$ cat src/rtl/swrl_ram.sv
// generic single write port ram with registered read
module swrl_ram #(
  parameter int unsigned WIDTH = 8,
  parameter int unsigned DEPTH = 16,
  localparam int unsigned AW = (DEPTH > 1) ? $clog2(DEPTH) : 1
) (
  input  logic             clk_i,
  input  logic             we_i,
  input  logic [AW-1:0]    waddr_i,
  input  logic [WIDTH-1:0] wdata_i,
  input  logic             re_i,
  input  logic [AW-1:0]    raddr_i,
  output logic [WIDTH-1:0] rdata_o
);

  logic [WIDTH-1:0] mem_q [DEPTH];
  logic [WIDTH-1:0] rdata_q;

  always_ff @(posedge clk_i) begin
    if (we_i) begin
      mem_q[waddr_i] <= wdata_i;
    end
    if (re_i) begin
      rdata_q <= mem_q[raddr_i];
    end
  end

  assign rdata_o = rdata_q;

endmodule

$ cat config.mk
export PLATFORM = sky130hd
export DESIGN_NAME = swrl_ram
export DESIGN_NICKNAME = d
export VERILOG_FILES = /design/src/rtl/swrl_ram.sv
export SDC_FILE = /design/constraint.sdc
export NUM_CORES = 1
export LEC_CHECK = 0
export BUFFER_PORTS_ARGS = -buffer_cell sky130_fd_sc_hd__buf_4
export CAP_MARGIN = 25
export CORE_UTILIZATION = 40
export CTS_CLUSTER_SIZE = 40
export DETAILED_ROUTE_END_ITERATION = 6
export HOLD_SLACK_MARGIN = 0.06
export PLACE_DENSITY = 0.65
export SLEW_MARGIN = 20
export SYNTH_ARGS = -nofsm -noshare
export SYNTH_HDL_FRONTEND = slang
export SYNTH_SLANG_ARGS = --single-unit
$ cat constraint.sdc
create_clock -name clk_i -period 1.9 [get_ports clk_i]
set_input_delay 0.285 -clock clk_i [delete_from_list [all_inputs] [get_ports clk_i]]
set_output_delay 0.285 -clock clk_i [all_outputs]
set_load 0.05 [all_outputs]
Word level (Yosys, flattened, before mapping)

Memory sizes are Yosys's and may differ from the RTL's. A register that Yosys moved wholly into a read port is not among the register bits.
Index checks and enable logic that the tools add are counted.

Input port bits: 19
Memories kept: 1
Output and inout port bits: 8
Register bits: 0
Latch bits: 0
Bits in read-only memories: 0
Bits in writable memories: 128
Logic and storage cells: 3

Shifts and indexed selects: 0
$lt $le $gt $ge: 0
Reduce and logical (&&, ||, !) cells: 0
Equal/unequal tests: 0
Multiply operators: 0
Add/subtract/negate cells: 0
Bitwise logic cells: 0
Muxes and demuxes: 2
Div/mod/pow operators: 0

Memory list:

| name  | words | width | read ports | clocked after Yosys merged registers in | write ports | line | RTL |
|---|---|---|---|---|---|---|---|
| mem_q | 16    | 8     | 1          | 1                                       | 1           | 16   | `logic [WIDTH-1:0] mem_q [DEPTH];` |

Operators with widths:

| cell   | count |
|---|---|
| $mux 1 | 2 |

Depth between registers and ports, before layout

Gate-level depths: netlist (run 1).

Word-level depth: 2
Gate-level depth with buffers: 5
Gate-level depth less buffers: 3

Worst setup path before layout (run 1)

Ideal clock, no wire load.

Kind: in2reg
From: in waddr_i[2]
To: mem mem_q[0][0], enable pin
Setup time: 0.383 ns
Stages on the path: 2
Data required time: 1.517 ns
Data arrival time: 1.395 ns
Path slack: 0.122 ns
Path buffers: 0
Path through: or3b_2 -> nor3_1

RTL lines:

| element            | line | RTL |
|---|---|---|
| start: declaration | 9    | `input logic [AW-1:0] waddr_i,` |
| end: declaration   | 16   |  |

No word-level cell before the write port.

==> metrics.csv, run 1 <==
stage,metric,value,unit
die,# IOs,27,
place,I/O Buffers,26,
setup_path,Worst Path Max Fanout,1,
power,post-route total power,6.92,mW
die,Die Area,13500,µm²
worst_hold_path,HP Class,primary input to register,
die,row count,41,
timing,crit share post-route,0.799,
clocking,CTS resizes,0,
route,Pre-antenna DRT Iters,4,
power,LEAKAGE,2.15,nW
logic_synthesis,Post-synth EDFFs,136,
global_route,initial antenna violation count,0,
setup_path,Worst setup SP type,register,
run,MaxCap Viol Count,0,
logic_synthesis,Async SR Flop Fraction,0,
route,Final ANT Viol Nets,0,
place,dpl cells,441,
global_route,GRT overflow,0,
die,Vert. Die Dim,116,µm
cells_and_area,layout cell share with drive strength beyond 1,0.313,
clocking,Post-CTS Setup Repair Bufs,0,
setup_path,Critical Path Sink,rdata_o[0]$_DFFE_PP_,
setup_path,crit path kind,register to register,
clocking,CTS max path bufs,2,
route,Post-Route WL,10300,µm
worst_hold_path,worst hold stages,1,
cells_and_area,Total Nets Final,307,
power,P per Cell Area,1090,nW/µm²
timing,max-slew violation count,0,
power,Peak VDD IR,0.655,mV
logic_synthesis,syn avg cell area,22.8,µm²
route,WL/cell,21.9,µm
setup_path,cells on worst reg2reg path,3,
place,Final HPWL DP,6660,µm
cells_and_area,Ant. Diodes,0,
setup_path,"critical path, cell by cell","mux4_1, a22oi_1, nand2_1",
logic_synthesis,#FFs+latches synth,136,
clocking,number of CTS-inserted buffers,17,
logic_synthesis,"Distinct cells, synth",18,
route,Met3 Routed Length,706,µm
clocking,CTS root buffer,clkbuf_16,
setup_path,Stages on worst setup path,3,
setup_path,CP top delay family,multiplexers,
route,Post-Route M1 WL,4460,µm
route,max layer used,met4,
timing,Tmin final,1.52,ns
cells_and_area,Area Growth Syn to Fin,21.4,%
setup_path,Worst path slowest cell,mux4_1,
logic_synthesis,Most used DFF post-synth,edfxtp_1,
logic_synthesis,cell count after synthesis,229,
global_route,first-pass GRT wire length,15600,µm
timing,Clock Skews,0.00352,ns
die,floorplan core area,12700,µm²
route,metal2 WL,5010,µm
logic_synthesis,synthesized area,5230,µm²
die,die width,116,µm
route,drt first-iter violations,224,
timing,Worst Tran Pin Value,0.442,ns
logic_synthesis,syn nets,248,
setup_path,"slowest stage delay, CP",0.52,ns
place,pre-CTS WS,0.00816,ns
timing,Max Freq,0.659,GHz
timing,setup TNS,0,ns
clocking,CTS tree,built,
setup_path,Critical R2R Launch,mem_q[1][0]$_DFFE_PP_,
clocking,CTS H-tree depth,4,
timing,RSZ-0062 raised after global routing,false,
timing,final setup fails,0,
route,via count,2492,
setup_path,CP Launch Point,mem_q[1][0]$_DFFE_PP_,
logic_synthesis,YS warnings,0,
clocking,Worst-path clk slew,0.05,ns
cells_and_area,Layout Cells excl Fill,472,
setup_path,Reg2Reg Setup Slack,0.38,ns
global_route,largest net degree at the start of global routing,19,
timing,setup ws final,0.382,ns
setup_path,Worst Path Required,2.04,ns
die,Initial Util,0.413,
clocking,Worst-Skew Late Latency,0.40,ns
timing,max_slew headroom,0.704,
setup_path,crit path DAT,1.66,ns
clocking,clock sink count,136,
setup_path,R2R Path End,rdata_o[0]$_DFFE_PP_,
logic_synthesis,"Seq/Total Area, Yosys",0.781,
global_route,Global Route Usage Sum,0.171,
status,status,"complete, no violations",
global_route,vias in the first global route,2543,
place,RePlAce Congestion,0.733,
route,via-per-instance ratio,5.28,
route,# DRC,0,
clocking,CTS hold repair buffers,0,
timing,Final Hold Fails,0,
setup_path,Worst Path Buf+Inv,0,
setup_path,type of element capturing the critical path,register,
## layout make-up
class	instances	area, µm²
Clock buffer	18	429
Clock inverter	13	136
Fill cell	1010	6320
Multi-Input combinational cell	83	1060
Sequential cell	136	4080
Tap cell	172	215
Timing Repair Buffer	50	425
## how the worst min path moves through the flow
| stage | to | slack (ns) | startpoint |
|---|---|---|---|
| 2_1_floorplan | mem_q[0][0]$_DFFE_PP_ | 0.38 | wdata_i[0] |
| 3_3_place_gp | mem_q[5][5]$_DFFE_PP_ | 0.59 | wdata_i[5] |
| 3_5_place_dp | mem_q[7][5]$_DFFE_PP_ | 0.60 | wdata_i[5] |
| 4_1_cts | mem_q[7][5]$_DFFE_PP_ | 0.18 | wdata_i[5] |
| 5_1_grt | mem_q[4][3]$_DFFE_PP_ | 0.19 | wdata_i[3] |
| 6_report | mem_q[3][3]$_DFFE_PP_ | 0.19 | wdata_i[3] |
## cells in the final DEF (no fill, tap or decap)
cell / count
buf_4: 46
nor3_1: 4
nand2_1: 9
nor2_1: 13
nor2b_1: 1
mux4_1: 14
edfxtp_1: 136
buf_12: 4
clkbuf_1: 1
clkinv_2: 4
clkinvlp_4: 1
mux4_2: 18
a22oi_1: 16
bufinv_16: 3
nand2b_1: 2
and2_1: 1
clkbuf_16: 17
clkinv_1: 5
or3b_2: 1
and2b_1: 1
nand3_1: 1
nand3b_1: 2
## worst reg2reg max path, cell delays in order, from the launching register on
cell	delay [ns]
edfxtp_1	0.36
mux4_1	0.52
a22oi_1	0.25
nand2_1	0.12
## where the power goes
part           internal [mW]  total (mW)  leakage (nW)  switching [mW]
Clock                   2.02        3.13         0.277            1.11
Sequential              3.38        3.40          1.24          0.0177
Combinational          0.163       0.390         0.639           0.227
## synthesized netlist by cell type, types with 2 or more instances
cell               n  share of area
edfxtp_1         136           0.78
mux4_1            14          0.070
buf_2              3         0.0029
nor3_1             4         0.0038
buf_6              3         0.0065
mux4_2            18          0.078
nor2_1            13         0.0093
nand2b_1           2         0.0024
nand3b_1           2         0.0029
a22oi_1           16          0.023
clkdlybuf4s25_2    3         0.0057
nand2_1            9         0.0065
## metal layers
| metal | track usage | vias to the layer above |
|---|---|---|
| met2 | 0.267 | 86 |
| met4 | 0.0692 | 0 |
| met1 | 0.231 | 1295 |
| li1 | - | 1098 |
| met3 | 0.0441 | 13 |
| met5 | 0 | - |
## cell families after synthesis
kind of cell	Yosys count	synth area share
flip-flops	136	0.781
AND/OR/NAND/NOR	35	0.0314
multiplexers	32	0.148
AO/OA/AOI/OAI	16	0.0230
buffers and inverters	10	0.0165
## state kept, by name (all words and copies together), names as in the netlist
register / cells
rdata_o: 8
mem_q: 128
## stage by stage
| step | util | hold slack [ns] | cell area (µm²) |
|---|---|---|---|
| 4_1_cts | 0.501 | 0.179 | 6350 |
| 2_1_floorplan | - | 0.384 | 5230 |
| 3_3_place_gp | 0.456 | 0.587 | 5780 |
| 5_1_grt | 0.501 | 0.193 | 6350 |
| 3_5_place_dp | 0.456 | 0.603 | 5780 |
| 6_report | 0.501 | 0.193 | 6350 |
(Power assumes the default switching activity.)
==> inputs of run 2 (changes only) <==
Settings changed: ABC_AREA from default to 1.
Clock period 1.9 ns to 1.5 ns, I/O delays scaled along.
==> run 2 against run 1 <==
Hold slack lost 0.061 ns. Wire length grew 26%. Synthesized area grew 12%. Sequential share of layout area shrank 4.6 points. Flip-flop and latch count is the same. Design area grew 7.6%.
==> metrics.csv, run 2 <==
stage,metric,value,unit,change
timing,Tmin final,1.26,ns,
worst_hold_path,Worst Hold Endpoint,rdata_o[7]$_DFFE_PP_,,
logic_synthesis,most numerous cell in the Yosys netlist,nand2_1,,
worst_hold_path,HP Start,re_i,,
timing,RSZ-0062 raised after global routing,false,,
setup_path,crit path DAT,1.04,ns,-0.62 ns
setup_path,Reg2Reg Setup Slack,0.35,ns,-0.03 ns
clocking,clock sink count,136,,unchanged
timing,setup TNS,0,ns,unchanged
global_route,Global Route Usage Sum,0.191,,+0.0194
die,Vert. Die Dim,123,µm,+5.7%
logic_synthesis,#FFs+latches synth,136,,unchanged
clocking,Worst-Skew Late Latency,0.41,ns,about the same
logic_synthesis,Most used DFF post-synth,edfxtp_1,,
logic_synthesis,cell count after synthesis,551,,+140%
worst_hold_path,HP Class,primary input to register,,
power,P per Cell Area,1260,nW/µm²,+15%
logic_synthesis,Post-Synth Adder-Cell Area,0,,unchanged
die,Die Area,15100,µm²,+12%
logic_synthesis,Post-Synth Simple-Gate Area,0.208,,+0.176
setup_path,Worst setup SP type,register,,
logic_synthesis,Post-synth EDFFs,136,,unchanged
logic_synthesis,"Distinct cells, synth",11,,-7
cells_and_area,Ant. Diodes,0,,unchanged
power,Peak VDD IR,0.773,mV,+18%
route,# DRC,0,,unchanged
die,die width,123,µm,+5.7%
global_route,initial antenna violation count,0,,unchanged
cells_and_area,max FFs per register,128,,unchanged
global_route,largest net degree at the start of global routing,65,,+46
clocking,Post-CTS Setup Repair Bufs,0,,unchanged
run,MaxCap Viol Count,0,,unchanged
route,WL/cell,16.5,µm,-25%
worst_hold_path,worst hold stages,1,,unchanged
clocking,CTS tree,built,,
route,Pre-antenna DRT Iters,4,,unchanged
setup_path,CP top delay family,flip-flops,,
cells_and_area,largest reg by FF count,mem_q,,
clocking,Worst-path clk slew,0.06,ns,about the same
route,via count,3856,,+55%
clocking,CTS root buffer,clkbuf_16,,
route,Post-Route WL,13000,µm,+26%
logic_synthesis,Synth Area in Compound Gates,0,,-0.0230
logic_synthesis,synthesized area,5850,µm²,+12%
status,status,"complete, no violations",,
logic_synthesis,Post-synth top cells,"nand2_1 (173), edfxtp_1 (136), inv_1 (100), nand3_1 (97), nor2_1 (17)",,
logic_synthesis,YS warnings,0,,unchanged
setup_path,Worst Path Buf+Inv,1,,+1
route,via-per-instance ratio,4.89,,-7.3%
cells_and_area,Layout Cells excl Fill,788,,+67%
cells_and_area,"commonest cells after routing, fill and taps aside","nand2_1 (173), edfxtp_1 (136), inv_1 (100)",,
die,floorplan core area,14100,µm²,+11%
place,Final HPWL DP,7940,µm,+19%
setup_path,crit path kind,register to output port,,
setup_path,Worst path slowest cell,edfxtp_1,,
setup_path,"critical path, cell by cell",buf_4,,
setup_path,Critical R2R Launch,mem_q[13][4]$_DFFE_PP_,,
clocking,number of CTS-inserted buffers,17,,unchanged
timing,Final Hold Fails,0,,unchanged
power,LEAKAGE,2.95,nW,+37%
logic_synthesis,Async SR Flop Fraction,0,,unchanged
place,dpl cells,756,,+71%
setup_path,R2R Path End,rdata_o[4]$_DFFE_PP_,,
global_route,GRT overflow,0,,unchanged
timing,max_slew headroom,0.591,,-0.113
timing,Max Freq,0.791,GHz,
global_route,first-pass GRT wire length,20600,µm,+32%
clocking,CTS hold repair buffers,0,,unchanged
cells_and_area,layout cell share with drive strength beyond 1,0.128,,-0.185
setup_path,"slowest stage delay, CP",0.42,ns,-0.10 ns
setup_path,cells on worst reg2reg path,6,,+3
logic_synthesis,Synth top area share,0.698,,-0.0828
logic_synthesis,Yosys top cell by area,edfxtp_1,,
setup_path,Worst Path Max Fanout,1,,unchanged
cells_and_area,"commonest non-fill, non-tap cell in the layout",nand2_1,,
global_route,vias in the first global route,3765,,+48%
cells_and_area,Area Growth Syn to Fin,16.9,%,
place,I/O Buffers,26,,unchanged
timing,crit share post-route,0.843,,
logic_synthesis,"Seq/Total Area, Yosys",0.698,,-0.0828
route,Final ANT Viol Nets,0,,unchanged
timing,Clock Skews,0.00533,ns,+0.00180 ns
die,row count,43,,+4.9%
clocking,CTS resizes,0,,unchanged
die,Initial Util,0.415,,+0.00223
clocking,CTS max path bufs,2,,unchanged
setup_path,type of element capturing the critical path,output port,,
clocking,CTS H-tree depth,4,,unchanged
cells_and_area,Layout fillers,1242,,+23%
timing,max-slew violation count,0,,unchanged
logic_synthesis,syn nets,570,,+130%
logic_synthesis,syn avg cell area,10.6,µm²,-54%
logic_synthesis,main combinational cell family by area after synthesis,simple AND/OR/NAND/NOR gates,,
logic_synthesis,Synth area leaders,"edfxtp_1 (70%), nand2_1 (11%), nand3_1 (8.3%), inv_1 (6.4%), buf_6 (1.2%)",,
logic_synthesis,XOR/XNOR Fraction of Synth Area,0,,unchanged
setup_path,Worst Path Required,1.27,ns,-0.77 ns
timing,Worst Tran Pin Value,0.612,ns,+0.170 ns
route,drt first-iter violations,458,,+100%
cells_and_area,Total Nets Final,614,,+100%
logic_synthesis,mux share of post-synthesis cell area,0,,-0.148
place,RePlAce Congestion,0.826,,+13%
timing,final setup fails,0,,unchanged
die,# IOs,27,,unchanged
==> run 2: kinds of logic after synthesis <==
family,Yosys count
flops,136
simple gates,289
buf+inv,126
==> run 2: layout make-up <==
class                   count  area, µm²  share of cell area
multi-input cells         289       1210               0.178
flip-flops and latches    136       4080               0.598
inverters                 102        383              0.0560
clock inverters            12       85.1              0.0125
well taps                 180        225              0.0330
clock buffers              20        437              0.0639
repair buffers             49        405              0.0593
==> run 2: worst max-delay path by stage <==
stage,endpoint,from,depth (start not counted)
6_report,rdata_o[0],rdata_o[0]$_DFFE_PP_,1
5_1_grt,rdata_o[0],rdata_o[0]$_DFFE_PP_,1
4_1_cts,rdata_o[0],rdata_o[0]$_DFFE_PP_,1
3_5_place_dp,rdata_o[4]$_DFFE_PP_,raddr_i[1],6
3_3_place_gp,rdata_o[4]$_DFFE_PP_,raddr_i[1],6
2_1_floorplan,mem_q[10][0]$_DFFE_PP_,waddr_i[2],2
==> run 2: metal layers <==
metal | global-route usage | wire length (µm)
met1 | 0.257 | 5880
met2 | 0.292 | 6140
met3 | 0.0457 | 734
met4 | 0.0877 | 261
met5 | 0 | 0
==> run 2: where the power goes <==
group	internal, mW	switching, mW
Clock	2.24	1.44
Sequential	4.28	0.0245
Combinational	0.184	0.418
==> run 2: stage by stage <==
stage / instance area (µm²) / hold slack, ns / total power [mW] / utilization / worst slack (ns)
final: 6830 / 0.132 / 8.59 / 0.485 / 0.236
after global routing: 6830 / 0.110 / 8.85 / 0.485 / 0.201
after CTS: 6830 / 0.109 / 8.65 / 0.485 / 0.214
after detailed placement: 6310 / 0.544 / 4.99 / 0.448 / 0.0798
after global placement: 6310 / 0.541 / 4.98 / 0.448 / 0.108
after floorplan: 5850 / 0.324 / 4.74 / - / 0.324
==> inputs of run 3 (changes only) <==
Settings changed: PLACE_DENSITY 0.65 to 0.67.
Clock period 1.5 ns to 1.08 ns, I/O delays scaled along.
==> run 3 against run 2 <==
The flow now finishes with violations (negative setup slack). Clock skew fell by 0.00050 ns. Final cell count rose by 1.3%. Sequential power rose by 39%. Combinational power rose by 70%. Count of clock-buffer cells in the layout fell by 3. Design area rose by 7.8%. Non-clock buffer count rose by 11. Register-to-register slack got worse by 0.35 ns. Hold slack got worse by 0.022 ns. Die area did not move. Setup slack got worse by 0.39 ns. Core utilization rose by 3.8 points. Critical path type unchanged. Highest routed layer unchanged.
==> metrics.csv, run 3 (synthesis gave the netlist of run 2 again) <==
stage,metric,value,unit,change
status,status,finished with violations,,
status,failing checks,negative setup slack,,
worst_hold_path,HP Class,primary input to register,,
setup_path,Worst path slowest cell,edfxtp_1,,
clocking,CTS root buffer,clkbuf_16,,
power,Gate power share,0.079,,+0.009
setup_path,Worst Path Buf+Inv,1,,unchanged
route,WL/cell,17.2,µm,+4.1%
setup_path,crit path kind,register to output port,,
setup_path,type of element capturing the critical path,output port,,
cells_and_area,final core occ,0.523,,+0.0379
timing,Clock Skews,0.00482,ns,-0.000504 ns
power,post-route total power,12.9,mW,+51%
power,switching share of power,0.219,,-0.000811
setup_path,"critical path, cell by cell",buf_6,,
timing,crit share post-route,1.14,,
setup_path,CP top delay family,flip-flops,,
cells_and_area,Ant. Diodes,0,,unchanged
power,LEAKAGE,3.16,nW,+7.1%
timing,max-slew violation count,0,,unchanged
die,die width,123,µm,unchanged
clocking,Post-CTS Setup Repair Bufs,0,,unchanged
timing,final setup fails,9,,+9
route,via-per-instance ratio,5.05,,+3.3%
cells_and_area,layout cell share with drive strength beyond 1,0.238,,+0.110
place,RePlAce Congestion,0.899,,+8.8%
power,cell internal pwr,10.1,mW,+51%
global_route,GRT overflow,0,,unchanged
clocking,CTS H-tree depth,4,,unchanged
cells_and_area,Total Nets Final,625,,+1.8%
route,via count,4032,,+4.6%
clocking,CTS tree,built,,
global_route,largest net degree at the start of global routing,33,,-49%
cells_and_area,"commonest non-fill, non-tap cell in the layout",nand2_1,,
cells_and_area,Area Growth Syn to Fin,26.0,%,
timing,setup ws final,-0.154,ns,-0.390 ns
timing,Tmin final,1.23,ns,
power,Peak VDD IR,0.895,mV,+16%
cells_and_area,Layout Cells excl Fill,798,,+1.3%
power,clock share of power,0.458,,+0.030
die,row count,43,,unchanged
route,Final ANT Viol Nets,0,,unchanged
cells_and_area,Layout fillers,1209,,-2.7%
place,dpl cells,766,,+1.3%
cells_and_area,max FFs per register,128,,unchanged
timing,Worst Tran Pin Value,0.319,ns,-0.294 ns
clocking,Worst-path clk slew,0.06,ns,about the same
timing,Final Hold Slack,0.110,ns,-0.0219 ns
place,placed instance area,6450,µm²,+2.3%
place,Final HPWL DP,8820,µm,+11%
timing,Max Freq,0.810,GHz,
setup_path,crit path DAT,1.07,ns,+0.03 ns
place,I/O Buffers,26,,unchanged
global_route,initial antenna violation count,0,,unchanged
cells_and_area,final instance area,7370,µm²,+7.8%
timing,Final Hold Fails,0,,unchanged
route,Post-Route WL,13700,µm,+5.4%
power,Sequential Power Share,0.463,,-0.039
die,Initial Util,0.415,,unchanged
clocking,clock sink count,136,,unchanged
cells_and_area,"commonest cells after routing, fill and taps aside","nand2_1 (168), edfxtp_1 (136), inv_1 (100)",,
timing,max_slew headroom,0.787,,+0.196
timing,setup TNS,-0.840,ns,-0.840 ns
cells_and_area,largest reg by FF count,mem_q,,
setup_path,"slowest stage delay, CP",0.46,ns,+0.04 ns
route,# DRC,0,,unchanged
run,MaxCap Viol Count,0,,unchanged
die,Die Area,15100,µm²,unchanged
die,# IOs,27,,unchanged
power,P per Cell Area,1760,nW/µm²,+40%
clocking,Worst-Skew Late Latency,0.42,ns,about the same
setup_path,Worst Path Max Fanout,1,,unchanged
timing,RSZ-0062 raised after global routing,true,,
route,Pre-antenna DRT Iters,5,,+1
route,drt first-iter violations,390,,-15%
global_route,first-pass GRT wire length,21200,µm,+2.8%
clocking,CTS max path bufs,2,,unchanged
global_route,vias in the first global route,4026,,+6.9%
global_route,Global Route Usage Sum,0.198,,+0.00719
power,Psw,2.83,mW,+50%
clocking,number of CTS-inserted buffers,17,,unchanged
setup_path,Worst setup SP type,register,,
die,Vert. Die Dim,123,µm,unchanged
place,pre-CTS WS,-0.246,ns,-0.325 ns
die,floorplan core area,14100,µm²,unchanged
setup_path,Worst Path Required,0.92,ns,-0.35 ns
-- run 3: timing repair --
item,CTS,global route
hold endpoints to repair,8,0
pin swaps,8,27
setup endpoints to repair,15,16
resized for setup,22,41
hold buffers,1,0
cloned,0,0
-- run 3: area by class of cell --
type / instances / area, µm² / share of cell area
clock buffers: 17 / 425 / 0.0577
flip-flops and latches: 136 / 4080 / 0.554
inverters: 102 / 383 / 0.0520
repair buffers: 60 / 583 / 0.0791
multi-input cells: 289 / 1480 / 0.201
clock inverters: 14 / 183 / 0.0248
well taps: 180 / 225 / 0.0306
-- run 3: power by group through the flow --
stage / logic (mW) / clock network, mW / registers, mW
after global routing: 1.10 / 6.19 / 6.00
after global placement: 0.883 / 0 / 6.10
after floorplan: 0.418 / 0 / 6.17
after detailed placement: 0.900 / 0 / 6.10
final: 1.02 / 5.93 / 6.00
after CTS: 0.948 / 6.00 / 6.00
-- run 3: worst paths after layout --
path                            cells after the start               endpoint  slack (ns)                    from
worst min register to register                      6   rdata_o[1]$_DFFE_PP_        0.78  mem_q[13][1]$_DFFE_PP_
worst max register to register                      6   rdata_o[3]$_DFFE_PP_           0  mem_q[13][3]$_DFFE_PP_
worst min-delay path                                1  mem_q[1][3]$_DFFE_PP_        0.11              wdata_i[3]
worst max-delay path                                1             rdata_o[5]       -0.15    rdata_o[5]$_DFFE_PP_
-- run 3: layer usage --
layer / wire length, µm / global-route usage / part of all wire
met3: 1090 / 0.0447 / 0.079
met1: 5920 / 0.261 / 0.43
met5: 0 / 0 / 0
met2: 6390 / 0.310 / 0.47
met4: 319 / 0.0945 / 0.023
